--- config.mk ---
export PLATFORM = sky130hd
export DESIGN_NAME = phe_seq
export DESIGN_NICKNAME = d
export VERILOG_FILES = /design/src/rtl/phe_pkg.sv /design/src/rtl/phe_seq.sv
export SDC_FILE = /design/constraint.sdc
export NUM_CORES = 1
export LEC_CHECK = 0
export BUFFER_PORTS_ARGS = -buffer_cell sky130_fd_sc_hd__buf_2
export CORE_AREA = 2 2 39 41
export DETAILED_ROUTE_END_ITERATION = 8
export DIE_AREA = 0 0 41 43
export SYNTH_ARGS = -nofsm -noshare
export SYNTH_HDL_FRONTEND = slang
export SYNTH_SLANG_ARGS = --single-unit
--- constraint.sdc ---
create_clock -name clk -period 4.55 [get_ports clk]
set_input_delay 1.1375 -clock clk [delete_from_list [all_inputs] [get_ports clk]]
set_output_delay 1.1375 -clock clk [all_outputs]
set_load 0.03 [all_outputs]
--- src/rtl/phe_pkg.sv ---
// Package with shared types, codes and the derivative weight function of the polynomial evaluator.
package phe_pkg;

  localparam int unsigned NUM_COEF  = 8;
  localparam int unsigned COEF_W    = 32;
  localparam int unsigned IDX_W     = 3;
  localparam int unsigned ACC_W     = 48;
  localparam int unsigned WGT_W     = 6;
  localparam int unsigned ACT_W     = 2;

  localparam logic [ACT_W-1:0] ACT_VALUE = 2'd0;
  localparam logic [ACT_W-1:0] ACT_D1    = 2'd1;
  localparam logic [ACT_W-1:0] ACT_D2    = 2'd2;
  localparam logic [ACT_W-1:0] ACT_BAD   = 2'd3;

  typedef enum logic [2:0] {
    OP_IDLE,
    OP_NOP,
    OP_MUL,
    OP_ACC,
    OP_DONE
  } op_t;

  typedef enum logic [2:0] {
    C_NEXT,
    C_ALWAYS,
    C_NOSTART,
    C_BAD,
    C_MORE
  } cond_t;

  typedef struct packed {
    op_t        op;
    cond_t      cond;
    logic [2:0] target;
  } ctl_t;

  typedef struct packed {
    logic start;
    logic bad;
    logic more;
  } flags_t;

  // Falling factorial k*(k-1)*...*(k-m+1) for derivative order m.
  function automatic logic [WGT_W-1:0] weight(input logic [IDX_W-1:0] k,
                                              input logic [ACT_W-1:0] m);
    logic [WGT_W-1:0] kw;
    logic [WGT_W-1:0] km1;
    kw  = WGT_W'(k);
    km1 = WGT_W'(k - IDX_W'(1));
    case (m)
      ACT_VALUE: weight = WGT_W'(1);
      ACT_D1:    weight = kw;
      ACT_D2:    weight = WGT_W'(kw * km1);
      default:   weight = '0;
    endcase
  endfunction

endpackage

--- src/rtl/phe_seq.sv ---
// Microcode sequencer: program counter, control store and conditional jumps.
module phe_seq
  import phe_pkg::*;
(
  input  logic   clk,
  input  logic   rst_n,
  input  flags_t flags,
  output ctl_t   ctl
);

  localparam logic [2:0] PC_IDLE  = 3'd0;
  localparam logic [2:0] PC_CHECK = 3'd1;
  localparam logic [2:0] PC_MUL   = 3'd2;
  localparam logic [2:0] PC_ACC   = 3'd3;
  localparam logic [2:0] PC_DONE  = 3'd4;

  logic [2:0] pc_r;
  logic [2:0] pc_nxt;
  logic       take;

  always_comb begin
    case (pc_r)
      PC_IDLE:  ctl = '{op: OP_IDLE, cond: C_NOSTART, target: PC_IDLE};
      PC_CHECK: ctl = '{op: OP_NOP,  cond: C_BAD,     target: PC_DONE};
      PC_MUL:   ctl = '{op: OP_MUL,  cond: C_NEXT,    target: PC_ACC};
      PC_ACC:   ctl = '{op: OP_ACC,  cond: C_MORE,    target: PC_MUL};
      PC_DONE:  ctl = '{op: OP_DONE, cond: C_ALWAYS,  target: PC_IDLE};
      default:  ctl = '{op: OP_NOP,  cond: C_ALWAYS,  target: PC_IDLE};
    endcase
  end

  always_comb begin
    case (ctl.cond)
      C_ALWAYS:  take = 1'b1;
      C_NOSTART: take = !flags.start;
      C_BAD:     take = flags.bad;
      C_MORE:    take = flags.more;
      default:   take = 1'b0;
    endcase
    pc_nxt = take ? ctl.target : pc_r + 3'd1;
  end

  always_ff @(posedge clk) begin
    if (!rst_n) begin
      pc_r <= PC_IDLE;
    end else begin
      pc_r <= pc_nxt;
    end
  end

endmodule

==> results of run 1 <==
-- area by class of cell --
type                    instances  area, µm²
inverters                       6       22.5
repair buffers                 13       65.1
fillers                       146        872
multi-input cells              42        318
clock buffers                   4       26.3
well taps                      16       20.0
flip-flops and latches          3       60.1
-- worst paths after layout --
path                               from      end  slack (ns)  cells past startpoint
worst min register to register  pc_r[0]  pc_r[0]        0.74                      2
worst max-delay path            pc_r[0]   ctl[7]        1.35                      6
worst max register to register  pc_r[0]  pc_r[0]        2.45                      6
worst min-delay path            pc_r[0]  pc_r[0]        0.74                      2
-- synth_stat cells (2+ instances only) --
cell,count
ha_1,5
nand2_1,3
a32o_2,2
o21ai_0,3
nand3_1,2
nor2b_1,2
inv_1,5
dfxtp_1,3
a311oi_1,2
buf_4,2
nor2_1,4
-- cell families after synthesis --
group | count (synthesis)
muxes | 1
AOI/OAI and AO/OA | 15
adders and majority gates | 5
DFF | 3
and+or+nand+nor | 21
buffers and inverters | 8
-- metal layers --
layer	part of all wire	vias up	global-route usage
met2	0.50	19	0.213
met1	0.42	195	0.167
met4	0.025	0	0.100
met5	0	-	0
met3	0.052	4	0.0262
li1	-	227	-
-- metrics by stage --
step            util  instance area (µm²)  worst slack (ns)  instances
6_report       0.370                  512              1.35         84
5_1_grt        0.370                  512              1.18         84
4_1_cts        0.370                  512              1.34         84
3_5_place_dp   0.351                  485              1.60         80
3_3_place_gp   0.351                  485              1.63         80
2_1_floorplan      -                  415              1.47         53
-- power by group through the flow --
stage,sequential (W),clock (W),combinational [W]
finish,0.0000486,0.0000453,0.000266
global route,0.0000504,0.0000503,0.000297
CTS,0.0000485,0.0000479,0.000266
detailed placement,0.0000488,0,0.000266
global placement,0.0000495,0,0.000265
floorplan,0.0000407,0,0.000218
-- critical path: stages, from the launching register on --
cell and delay [ns]:
dfxtp_1 0.40, inv_1 0.12, ha_1 0.29, or4_1 0.54, o211ai_1 0.19, nand2b_1 0.11, buf_2 0.19
==> results.py, run 1 <==
metrics = {
    "placement": {
        "dp_hpwl_um": 801,
        "gp_congestion": 0.801,
        "port_buffers": 13,
    },
    "routing": {
        "ant_nets": 0,
        "drt_iter0_markers": 9,
        "vias": 445,
        "drc": 0,
        "vias_per_cell": 5.30,
        "wl_per_cell_um": 11.9,
        "drtPass1Iterations": 4,
        "wl_um": 998,
    },
    "power": {
        "leakage_nw": 0.256,
        "internal_power_w": 0.000164,
        "ir_drop_v": 0.000256,
        "p_sw_w": 0.000196,
        "power_frac_seq": 0.135,
        "power_density_nw_per_um2": 704,
        "p_total_w": 0.000360,
        "sw_frac_of_total": 0.545,
        "comb_power_share": 0.739,
        "clkPwrFrac": 0.126,
    },
    "clock_network": {
        "insertion_delay_ns": 0.23,
        "clockBufferDepth": 2,
        "cts_setup_buffers": 0,
        "cts_tree": "done",
        "cts_sinks": 3,
        "clkTransAtPathRegs_ns": 0.04,
        "htreeDepth": 1,
        "cts-hold-fix-buffers": 0,
        "cts_buffers": 3,
        "cts-root-buf": "clkbuf_4",
        "ctsResizeCount": 0,
    },
    "finish": {
        "largest_reg_flops": 3,
        "layout_commonest_cell": "buf_2",
        "largest_registers": "pc_r x3",
        "nNetsFinal": 79,
        "area_growth_pct": 23.2,
        "layout_common_cells": "buf_2, inv_1, ha_1",
        "drive_above_1_share": 0.324,
        "max_flop_register": "pc_r",
        "antennaDiodeCount": 0,
    },
    "yosys": {
        "ys_warn_count": 0,
        "yosysTopAreaCellShare": 0.151,
        "synth_compound_area_frac": 0.283,
        "synth-edff-count": 0,
        "synth_ff_type": "dfxtp_1",
        "synth_top_family_by_area": "simple AND/OR/NAND/NOR gates",
        "synth.cell_area_um2": 415,
        "synth_area_leaders": "ha_1, dfxtp_1, a32o_2",
        "synthMuxAreaShare": 0.0241,
        "syn_area_per_cell_um2": 7.84,
        "synth_cell_type_count": 31,
        "syn_nets": 63,
        "netlist_instances": 53,
        "synth_xor_area_frac": 0,
        "synthAdderAreaFrac": 0.151,
        "ys_seq_area_frac": 0.145,
        "synth_simple_gate_area_share": 0.307,
        "synth_top_cell_by_area": "ha_1",
        "async_flop_share": 0,
        "synth-seq-cells": 3,
    },
    "die": {
        "rows": 14,
        "dieArea_um2": 1760,
        "ioPinCount": 14,
        "dieHeight_um": 43,
        "start_util": 0.300,
        "fp.coreArea_um2": 1380,
        "fp.dieW_um": 41,
    },
    "worst_setup_path": {
        "arrival_ns": 2.07,
        "crit_fanout": 7,
        "worstSetupPathType": "flip-flop to primary output",
        "start_kind": "flip-flop",
        "crit_required_ns": 3.41,
        "endpoint_kind": "primary output",
    },
    "grt": {
        "grt_usage": 0.140,
        "grt_start_max_net_pins": 12,
        "grt_pass1_wl_um": 1730,
        "gr-total-overflow": 0,
        "grt_pass1_vias": 430,
        "antenna_found_initial": 0,
    },
    "sta": {
        "tightestPinTransition_ns": 0.423,
        "drv_slew": 0,
        "rsz0062_at_grt": "false",
        "final-setup-viol-count": 0,
        "fin_crit_ns": 3.20,
        "tns_ns": 0,
        "timing.hold.ws_ns": 0.740,
        "fmax_ghz": 0.312,
        "finalHoldViolations": 0,
        "slew_headroom": 0.715,
        "fin_skew_ns": 0.00368,
        "finalCritPeriodShare": 0.704,
    },
    "outcome": {
        "outcome": "completed",
    },
    "worst_hold_path": {
        "hold_path_class": "flip-flop to flip-flop",
    },
    "flow_run": {
        "drv_cap": 0,
    },
}
(Power assumes the default switching activity.)
==> run 2: changes to the inputs <==
ABC_AREA = 1   (was not set)
clock period = 3.17 ns   (was 4.55 ns; I/O delays follow)
==> run 2 against run 1 <==
  * Via count shrank 10%
  * Cell count up 6.0%
  * Synthesized cell count up 7.5%
  * Clock skew fell by 0.0018 ns
  * Critical endpoint is now ctl[1]
==> results.py, run 2 <==
metrics = {
    "die": {
        "start_util": 0.288,
        "dieArea_um2": 1760,
        "fp.coreArea_um2": 1380,
        "dieHeight_um": 43,
        "fp.dieW_um": 41,
        "rows": 14,
        "ioPinCount": 14,
    },
    "worst_setup_path": {
        "cp_slowest_stage_delay_ns": 0.43,
        "start_kind": "flip-flop",
        "crit_required_ns": 2.38,
        "crit_fanout": 6,
        "worstSetupPathType": "flip-flop to primary output",
        "endpoint_kind": "primary output",
        "arrival_ns": 1.61,
        "crit_path_top_delay_cell": "dfxtp_1",
        "path_delay_family": "flip-flops",
        "worst-path-buf-inv": 2,
        "crit_path_cell_trace": "inv_1 -> ha_1 -> a21oi_2 -> nand2_2 -> nand2_4 -> nand2_1 -> buf_2",
    },
    "sta": {
        "fin_crit_ns": 2.40,
        "finalCritPeriodShare": 0.757,
        "tightestPinTransition_ns": 0.241,
        "slew_headroom": 0.840,
        "finalHoldViolations": 0,
        "final-setup-viol-count": 0,
        "fmax_ghz": 0.417,
        "fin_skew_ns": 0.00187,
        "tns_ns": 0,
        "rsz0062_at_grt": "false",
        "drv_slew": 0,
    },
    "grt": {
        "antenna_found_initial": 0,
        "grt_pass1_wl_um": 1240,
        "grt_pass1_vias": 355,
        "use_met2": 0.194,
        "grtUsageMet1": 0.0994,
        "busiest_layer": "met2",
        "gr-total-overflow": 0,
        "grt_start_max_net_pins": 9,
        "use_met3": 0.0157,
        "grt_usage": 0.105,
    },
    "clock_network": {
        "ctsResizeCount": 0,
        "cts_buffers": 3,
        "clkTransAtPathRegs_ns": 0.03,
        "cts_tree": "done",
        "cts_setup_buffers": 0,
        "cts-hold-fix-buffers": 0,
        "cts_sinks": 3,
        "insertion_delay_ns": 0.23,
        "cts-root-buf": "clkbuf_4",
        "htreeDepth": 1,
        "clockBufferDepth": 2,
    },
    "routing": {
        "drtPass1Iterations": 4,
        "vias_per_cell": 4.48,
        "ant_nets": 0,
        "drc": 0,
        "wl_um": 779,
        "vias": 399,
        "wl_per_cell_um": 8.75,
        "drt_iter0_markers": 3,
    },
    "worst_hold_path": {
        "hold_path_class": "flip-flop to flip-flop",
    },
    "yosys": {
        "synth.cell_area_um2": 399,
        "synth_top_cell_by_area": "ha_1",
        "synth_cell_type_count": 19,
        "syn_nets": 67,
        "synth-edff-count": 0,
        "ys_warn_count": 0,
        "async_flop_share": 0,
        "ys_top_cells_by_count": "nand2_1, inv_1, ha_1, nand3_1, nor2_1",
        "ys_seq_area_frac": 0.150,
        "synth-seq-cells": 3,
        "synth_ff_type": "dfxtp_1",
        "netlist_instances": 57,
        "syn_area_per_cell_um2": 7.00,
        "yosysTopAreaCellShare": 0.157,
        "synth_area_leaders": "ha_1, dfxtp_1, nand2_1",
        "post-synth-top-count-cell": "nand2_1",
    },
    "finish": {
        "largest_registers": "pc_r x3",
        "multi_input_area_um2": 294,
        "max_flop_register": "pc_r",
        "largest_reg_flops": 3,
        "drive_above_1_share": 0.425,
        "nFillCells": 151,
        "layout_commonest_cell": "buf_2",
        "area_growth_pct": 26.0,
        "nNetsFinal": 84,
        "antennaDiodeCount": 0,
        "layout_common_cells": "buf_2, nand2_1, inv_1",
        "register_area_um2": 60.1,
    },
    "placement": {
        "gp_congestion": 0.729,
        "dp_hpwl_um": 674,
        "port_buffers": 13,
    },
    "outcome": {
        "outcome": "completed",
    },
    "flow_run": {
        "drv_cap": 0,
    },
}
-- run 2: cell count changes after synthesis, sizes merged, moves of 3 or more --
cell	before	now
inv	5	10
nor2b	3	0
a21oi	1	5
nand2	3	16
nand3	2	8
-- run 2: worst register-to-register path, cell delays in order (launching register included) --
cell and delay, ns:
dfxtp_1 0.43, inv_1 0.10, ha_1 0.26, nand2_1 0.09, inv_2 0.04, nor2_2 0.13
nand2_1 0.08, nand2_1 0.10, nand3_4 0.10, a21oi_1 0.17, nor2_1 0.06
-- run 2: cell families (layout without fill, tap and decap cells) --
kind of cell / after synthesis / count (layout) / share of synthesized area
AOI/OAI and AO/OA: 7 / 7 / 0.116
adders and majority gates: 5 / 5 / 0.157
buffers and inverters: 11 / 27 / 0.113
DFF: 3 / 3 / 0.150
and+or+nand+nor: 31 / 31 / 0.464
-- run 2: layout make-up --
type	instances	share of cell area
multi-input combinational	43	0.585
clock buffer	4	0.0522
timing repair buffer	13	0.129
sequential	3	0.119
tap	16	0.0398
inverter	10	0.0746
-- run 2: path summary, 6_finish.rpt --
check	end	slack, ns	cells after the start	from
hold reg to reg	pc_r[0]	0.62	3	pc_r[0]
setup reg to reg	pc_r[1]	1.49	10	pc_r[0]
setup / recovery	ctl[1]	0.77	7	pc_r[0]
hold / removal	pc_r[0]	0.62	3	pc_r[0]
-- run 2: per-stage QoR --
step	setup WS, ns	area (µm²)	std cells	hold WS (ns)	util
6_report	0.769	503	89	0.623	0.363
5_1_grt	0.629	503	89	0.662	0.363
4_1_cts	0.765	503	89	0.622	0.363
3_5_place_dp	1.02	477	85	0.614	0.344
3_3_place_gp	1.09	477	85	0.616	0.344
2_1_floorplan	0.916	399	57	0.550	-
-- run 2: metal layers --
metal	vias up	part of all wire
li1	213	-
met5	-	0
met4	0	0
met3	0	0.073
met2	11	0.52
met1	175	0.40
Power of run 2 is left out: the tool's default activity adds up to more than one toggle a clock period on the data nets, which glitch-free logic cannot reach.
==> run 3: changes to the inputs <==
ABC_AREA = 0   (was 1)
clock period = 2.18 ns   (was 3.17 ns; I/O delays follow)
==> run 3 against run 2 <==
  * The run now ends with negative setup slack left
  * Clock skew down 0.0018 ns
  * Core utilization rose by 12 points
  * Die area stayed put
  * Sequential cell count unchanged
  * Critical path depth is 1 lower
  * Register-to-register slack lost 1.4 ns
  * Via count rose by 22%
  * Critical endpoint is now ctl[7]
==> results.py, run 3 (synthesis results as in run 1) <==
metrics = {
    "outcome": {
        "outcome": "complete, but fails checks",
        "violations": "negative setup slack",
    },
    "sta": {
        "tightestPinTransition_ns": 0.486,
        "slew_headroom": 0.672,
        "finalCritPeriodShare": 1.06,
        "finalWorstSetupSlack_ns": -0.134,
        "rsz0062_at_grt": "true",
        "tns_ns": -0.370,
        "final-setup-viol-count": 3,
        "finalHoldViolations": 0,
        "fmax_ghz": 0.432,
        "fin_crit_ns": 2.31,
        "drv_slew": 0,
        "fin_skew_ns": 0.0000981,
    },
    "die": {
        "dieHeight_um": 43,
        "rows": 14,
        "fp.dieW_um": 41,
        "dieArea_um2": 1760,
        "ioPinCount": 14,
        "fp.coreArea_um2": 1380,
        "start_util": 0.300,
    },
    "worst_setup_path": {
        "crit_required_ns": 1.63,
        "critPathLaunch": "pc_r[1]",
        "start_kind": "flip-flop",
        "crit_fanout": 3,
        "crit_path_cell_trace": "inv_4 -> ha_4 -> or4_4 -> o211ai_1 -> nand2b_2 -> buf_6",
        "crit_path_top_delay_cell": "or4_4",
        "cp_slowest_stage_delay_ns": 0.51,
        "r2r_start": "pc_r[1]",
        "endpoint_kind": "primary output",
        "worstSetupPathType": "flip-flop to primary output",
        "arrival_ns": 1.77,
    },
    "routing": {
        "vias": 487,
        "vias_per_cell": 5.35,
        "ant_nets": 0,
        "drc": 0,
        "drt_iter0_markers": 14,
        "wl_per_cell_um": 14.2,
        "drtPass1Iterations": 5,
        "wl_um": 1290,
    },
    "grt": {
        "grt_pass1_wl_um": 1930,
        "use_met3": 0.0366,
        "busiest_layer": "met2",
        "gr-total-overflow": 0,
        "antenna_found_initial": 0,
        "grtUsageMet1": 0.186,
        "grt_pass1_vias": 459,
        "use_met2": 0.247,
        "grt_usage": 0.162,
        "grt_start_max_net_pins": 11,
    },
    "clock_network": {
        "cts-hold-fix-buffers": 0,
        "cts_buffers": 3,
        "cts_tree": "done",
        "clkTransAtPathRegs_ns": 0.04,
        "htreeDepth": 1,
        "cts-root-buf": "clkbuf_4",
        "cts_sinks": 3,
        "clockBufferDepth": 2,
        "insertion_delay_ns": 0.23,
    },
    "power": {
        "power_density_nw_per_um2": 1430,
        "p_total_w": 0.000953,
        "leakage_nw": 0.302,
        "ir_drop_v": 0.000564,
    },
    "finish": {
        "nNetsFinal": 86,
        "antennaDiodeCount": 0,
        "max_flop_register": "pc_r",
        "fin_cells": 91,
        "largest_reg_flops": 3,
        "area_growth_pct": 59.9,
        "nFillCells": 154,
        "drive_above_1_share": 0.547,
        "largest_registers": "pc_r x3",
        "layout_common_cells": "buf_2, buf_4, nor2_1, buf_6",
        "stdcell_area_um2": 664,
    },
    "placement": {
        "dp_hpwl_um": 886,
        "gp_congestion": 0.788,
        "dp_cells": 83,
        "port_buffers": 13,
        "placed_cell_area_um2": 548,
    },
    "worst_hold_path": {
        "min_from": "rst_n",
        "hold_path_class": "input port to flip-flop",
    },
    "flow_run": {
        "drv_cap": 0,
    },
}
[run 3: cell count changes in the layout (fill, tap and decap cells not counted), sizes merged, moves of 2 or more]
cell    previous run  this run
a32o               0         2
buf               13        20
nand2             16         3
nand3              8         2
inv               10         5
a311oi             0         2
nor2b              0         3
a21oi              5         1
nor2               6         4
nand2b             0         2
[run 3: what timing repair did]
item,CTS,global route
setup endpoints to repair,4,8
resized for setup,10,8
pin swaps,1,3
buffers inserted,6,1
[run 3: cell type report]
type	count	area, µm²	area share
clock buffers	4	26.3	0.0395
well taps	16	20.0	0.0301
repair buffers	20	145	0.218
inverters	6	30.0	0.0452
multi-input cells	42	375	0.565
flip-flops and latches	3	67.6	0.102
[run 3: worst paths after layout]
kind / endpoint / cells after the start / slack (ns)
max: ctl[7] / 6 / -0.13
max reg2reg: pc_r[0] / 8 / 0.14
min reg2reg: pc_r[2] / 4 / 0.74
min: pc_r[1] / 2 / 0.57
[run 3: per-layer routing]
layer,wire [µm],part of all wire
met1,503,0.39
met2,648,0.50
met3,83,0.064
met4,57,0.044
met5,0,0
[run 3: worst max-delay path, delay by kind of cell (launching register included)]
kind	cells	cell delay, ns
AOI/OAI and AO/OA	1	0.17
adders and majority gates	1	0.16
DFF	1	0.37
buffers and inverters	2	0.20
and+or+nand+nor	2	0.63
[run 3: power by group]
| group | internal (W) | switching (W) |
|---|---|---|
| combinational | 0.000327 | 0.000425 |
| clock | 0.0000685 | 0.0000268 |
| sequential | 0.0000780 | 0.0000278 |
[run 3: metrics by stage]
step	setup WS, ns	hold slack (ns)	utilization
5_1_grt	-0.194	0.567	0.480
3_5_place_dp	0.0907	0.709	0.396
3_3_place_gp	0.113	0.709	0.396
6_report	-0.134	0.574	0.480
2_1_floorplan	-0.0297	0.663	-
4_1_cts	-0.127	0.561	0.474
